`src/design/gbfo_pkg.sv`:
```
// Package for the graph breadth-first order unit.
// Holds the fixed field widths and the item mode codes; no dependencies.
`default_nettype none

package gbfo_pkg;

    localparam int MODE_W  = 2;
    localparam int LABEL_W = 8;
    localparam int INDEX_W = 6;

    typedef enum logic [MODE_W-1:0] {
        MODE_VERTEX = 2'd0,
        MODE_EDGE   = 2'd1,
        MODE_RUN    = 2'd2
    } mode_t;

endpackage

`default_nettype wire

```
`src/design/gbfo_queue.sv`:
```
// Pending-vertex queue for the breadth-first walk: one memory, head and tail pointers.
// Depends on gbfo_pkg for the vertex index width.
`default_nettype none

module gbfo_queue #(
    parameter int DEPTH = 64
) (
    input  wire logic                        clk,
    input  wire logic                        rst_n,
    input  wire logic                        clear,
    input  wire logic                        push,
    input  wire logic [gbfo_pkg::INDEX_W-1:0] push_data,
    input  wire logic                        pop,
    output logic                             empty,
    output logic [gbfo_pkg::INDEX_W-1:0]     rd_data
);
    import gbfo_pkg::*;

    localparam int IW = (DEPTH > 1) ? $clog2(DEPTH) : 1;
    localparam int PW = $clog2(DEPTH + 1);

    logic [INDEX_W-1:0] q_mem [DEPTH];
    logic [PW-1:0]      head_reg;
    logic [PW-1:0]      tail_reg;

    assign empty = (head_reg == tail_reg);

    always_ff @(posedge clk or negedge rst_n)
    begin
        if (!rst_n)
        begin
            head_reg <= '0;
            tail_reg <= '0;
        end
        else if (clear)
        begin
            head_reg <= '0;
            tail_reg <= '0;
        end
        else
        begin
            if (push)
                tail_reg <= tail_reg + PW'(1);
            if (pop)
                head_reg <= head_reg + PW'(1);
        end
    end

    // entry store with registered read at the head
    always_ff @(posedge clk)
    begin
        if (push)
            q_mem[tail_reg[IW-1:0]] <= push_data;
        rd_data <= q_mem[head_reg[IW-1:0]];
    end

endmodule

`default_nettype wire

```
`config.mk`:
```
export PLATFORM = sky130hd
export DESIGN_NAME = gbfo_queue
export DESIGN_NICKNAME = d
export VERILOG_FILES = /design/src/design/gbfo_pkg.sv /design/src/design/gbfo_queue.sv
export SDC_FILE = /design/constraint.sdc
export NUM_CORES = 1
export LEC_CHECK = 0
export ABC_AREA = 0
export BUFFER_PORTS_ARGS = -buffer_cell sky130_fd_sc_hd__buf_2
export CORE_MARGIN = 5
export CORE_UTILIZATION = 60
export DETAILED_ROUTE_END_ITERATION = 6
export GPL_TIMING_DRIVEN = 1
export PLACE_DENSITY = 0.85
export SLEW_MARGIN = 20
export SYNTH_ARGS = -nofsm -noshare
export SYNTH_HDL_FRONTEND = slang
export SYNTH_SLANG_ARGS = --single-unit
```
`constraint.sdc`:
```
create_clock -name clk -period 2.5 [get_ports clk]
set_clock_uncertainty 0.1 [all_clocks]
set_input_delay 0.375 -clock clk [delete_from_list [all_inputs] [get_ports clk]]
set_output_delay 0.375 -clock clk [all_outputs]
set_load 0.01 [all_outputs]
```
# After elaboration in Yosys (flattened, before gate mapping)

Memories as Yosys holds them, arrays and structs flattened. A register that Yosys moved wholly into a read port is not among the register bits.
Index checks and enable logic that the tools add are counted.

Logic and storage cells: 14
Memories kept: 1
Input bits: 11
Bits in writable memories: 384
Output and inout port bits: 7
Register bits: 14

Reduce and logical (&&, ||, !) cells: 2
$add $sub $neg: 2
Equal/unequal tests: 1
Muxes and demuxes: 6

Memories:

| memory | depth | width | read ports | clocked after memory_dff | write ports | RTL line         | RTL |
|---|---|---|---|---|---|---|---|
| q_mem  | 64    | 6     | 1          | 1                        | 1           | gbfo_queue.sv:22 | `logic [INDEX_W-1:0] q_mem [DEPTH];` |

Operators with widths:

| cell                                                          | count |
|---|---|
| 7-bit two-way mux                                             | 4 |
| 7-bit by 1-bit adder with 7-bit output, second input constant | 2 |
| 7-bit == test                                                 | 1 |
| 2-bit nonzero test                                            | 2 |
| 1-bit two-way mux                                             | 2 |

# Longest topological paths before layout

Depth in word-level cells: 3
Mapped depth: 7
Gate-level depth less buffers: 4

# Least setup slack after synthesis

Ideal clock, no wire load.

Kind: register to output
Start: register head_reg[1]
End: output empty
Data required time: 2025 ps
Path buffers: 3
Setup slack: 416 ps
Data arrival time: 1609 ps
Stages on the path, launching flop included: 7
Cell sequence: dfrtp_1 -> buf_2 -> buf_2 -> buf_2 -> xnor2_1 -> nand4_1 -> nor4_1

Cells in the longest elaborated chain, start to end: 1

Ends and longest elaborated chain:

| what                     | RTL line         | RTL |
|---|---|---|
| start: declaration       | gbfo_queue.sv:23 | `logic [PW-1:0] head_reg;` |
| start signal: assignment | gbfo_queue.sv:45 | `head_reg <= head_reg + PW'(1);` |
| 7-bit == test            | gbfo_queue.sv:26 | `assign empty = (head_reg == tail_reg);` |
| end: declaration         | gbfo_queue.sv:14 | `output logic empty,` |

No other way between the ends.

# Worst setup path after layout

Start: register head_reg[0]
End: output empty

Same word-level chain as after synthesis.

==> impl_metrics.yaml <==
floorplan:
  die_x_um: 173
  pin_count: 18
  die-area_um2: 29900
  die_y_um: 173
  num_rows: 59
  coreArea_um2: 26100
  start_util: 0.610
routing:
  vias: 8431
  ant_nets: 0
  vias_per_cell: 6.55
  firstDrtPassIters: 5
  first_iter_violations: 1125
  totalWireLength_um: 36500
  wl_per_cell_um: 28.4
  drc: 0
global_routing:
  grt.total_usage: 0.236
  grt_pass1_vias: 8757
  grt_max_degree: 65
  grt_pass1_wl_um: 53000
  antenna_found_initial: 1
  grt_overflow: 0
placed_design:
  dp_hpwl_um: 22500
  post-place-ws_ns: 0.00208
  gp_congestion: 0.857
  place_area_um2: 17000
  io_buffers: 17
cts:
  clk_path_buf_depth: 3
  cts_tree: "done"
  root_buffer: "clkbuf_16"
  clock_sinks: 404
  htreeDepth: 2
  clkLatencyLatePin_ns: 0.53
  cts.clk_slew.worst_paths_ns: 0.06
  cts_buffers: 40
worst_hold_path:
  min-delay-start: "pop"
  hold_end: "head_reg[0]"
  hold_depth: 3
  min_path_type: "input port to flip-flop"
yosys:
  syn_inst: 805
  synth_cell_type_count: 46
  yosysSeqAreaShare: 0.755
  syn_nets: 818
  yosys_warnings: 0
  netlist_area_um2: 15900
  synth-seq-cells: 404
  syn_area_per_cell_um2: 19.8
timing:
  drv_slew: 0
  hold_viol: 0
  rsz0062_at_grt: "true"
  worst_hold_slack_ns: 0.0984
  tns_ns: 0
  max_freq_mhz: 406
  worst_pin_slew_ns: 0.822
  max_slew_margin: 0.452
  setup_viol: 0
  final.period_utilization: 0.985
  min_period_ns: 2.46
  finalWorstSetupSlack_ns: 0.0379
cells_and_area:
  register_area_um2: 12000
  final_common_cell: "edfxtp_1"
  final_area_um2: 18500
  layout-drive-gt1-share: 0.295
  final_util: 0.709
  area_growth_syn_to_layout_pct: 16.1
  final_cell_mix: "384 x edfxtp_1, 94 x buf_4, 83 x mux4_2, 80 x nor2_1, 42 x clkbuf_16"
  diodes: 0
  fill_cells: 1471
  largest_reg_flops: 384
  fin_nets: 936
  multi_input_area_um2: 3770
worst_setup_path:
  worstReg2RegEnd: "rd_data[2]"
  reg2reg_depth: 6
  crit_type: "flip-flop to primary output"
  rr_startpoint: "head_reg[0]"
  crit_path_max_fanout: 3
  cp_top_family: "flip-flops"
  setup.worst_path.end_class: "primary output"
  crit_buf_inv: 2
  slowest_stage: "dfrtp_4"
  max_stage_delay_ns: 0.52
  reg2reg_setup_slack_ns: 0.06
  cp_cell_sequence: "buf_16, xnor2_4, nand4_1, nor4_4, buf_2"
  cp-start-kind: "flip-flop"
  cp.required_ns: 2.03
  crit_arrival_ns: 1.99
job:
  drv_cap: 0
outcome:
  status: "complete, no violations"
pwr:
  ir_drop_mv: 0.652
  p_per_area_nw_per_um2: 767
  static-leakage-power_nw: 6.02
synth_stat cells (all sizes together):
cell type	number	area, um^2
a22oi	8	60.1
o22ai	6	37.5
nand4	4	25.0
a211oi	3	22.5
and2	4	25.0
nor3	7	35.0
mux4	87	1970
inv	2	7.51
o41ai	1	16.3
o2bb2ai	3	26.3
o21ai	5	25.0
o21a	1	7.51
or3	3	18.8
o221ai	3	26.3
clkbuf	22	82.6
nor3b	1	7.51
edfxtp	384	11500
nand2b	4	25.0
nor4	1	6.26
nor4b	5	43.8
nand3b	4	30.0
a21oi	5	25.0
or3b	1	8.76
and3b	2	17.5
dfrtp	14	350
buf	25	158
and3	5	31.3
dfxtp	6	120
a31oi	2	12.5
nand3	9	45.0
o32ai	6	52.6
ha	2	25.0
nand2	19	71.3
mux2	5	56.3
a22o	12	105
nor2b	7	43.8
xor2	9	78.8
nor2	80	300
a221o	5	50.1
xnor2	7	61.3
mux2i	26	260
timing repair:
action / CTS / global route
gates resized for setup: 7 / 17
endpoints found under the hold margin: 14 / 0
hold buffers: 1 / 0
endpoints found under the setup margin: 4 / 3
buffers inserted: 0 / 11
pin swaps: 0 / 4
gates cloned: 0 / 1
layer usage:
metal	global-route usage	routed length, um	vias up
met3	0.0469	3100	87
met4	0.0894	1110	2
met1	0.311	13200	4371
met5	0	12	-
met2	0.396	19100	451
li1	-	-	3520
kinds of logic after synthesis:
| kind of cell | after synthesis | synth area share |
|---|---|---|
| flip-flops | 404 | 0.755 |
| adder cells (fa/ha/maj) | 2 | 0.00157 |
| buffers and inverters | 49 | 0.0156 |
| AO/OA/AOI/OAI | 60 | 0.0293 |
| AND/OR/NAND/NOR | 156 | 0.0462 |
| multiplexers | 118 | 0.144 |
| XOR/XNOR | 16 | 0.00881 |
how the worst max path moves through the flow:
stage | startpoint | endpoint | slack (ns) | cells after the start
finish | head_reg[0] | empty | 0.04 | 5
global route | head_reg[0] | empty | -0.04 | 5
CTS | head_reg[0] | empty | -0.03 | 5
detailed placement | head_reg[0] | rd_data[2] | 0.002 | 5
global placement | head_reg[0] | rd_data[1] | 0.05 | 5
floorplan | head_reg[1] | empty | 0.42 | 6
layout make-up:
type	instances	area share
sequential	404	0.650
multi-input combinational	352	0.204
clock buffer	52	0.0583
timing repair buffer	123	0.0550
tap	335	0.0227
clock inverter	20	0.00928
inverter	2	0.000406
worst reg2reg max path: stages (launching register included):
cell and delay (ns):
dfrtp_4 0.47, buf_4 0.13, buf_4 0.22, mux4_2 0.54, a22o_1 0.30, nor4b_2 0.38
o32ai_1 0.15
stage by stage:
step,instances,power (mW)
floorplan,805,8.15
global placement,1203,8.45
detailed placement,1203,8.48
CTS,1276,14.1
global route,1288,14.6
finish,1288,14.2
power by group:
group	leakage, nW	total, mW	switching (mW)	internal [mW]
Clock	0.613	5.74	2.39	3.35
Combinational	1.72	0.938	0.496	0.442
Sequential	3.69	7.49	0.0422	7.45
Power figures use the tool's default switching activity.
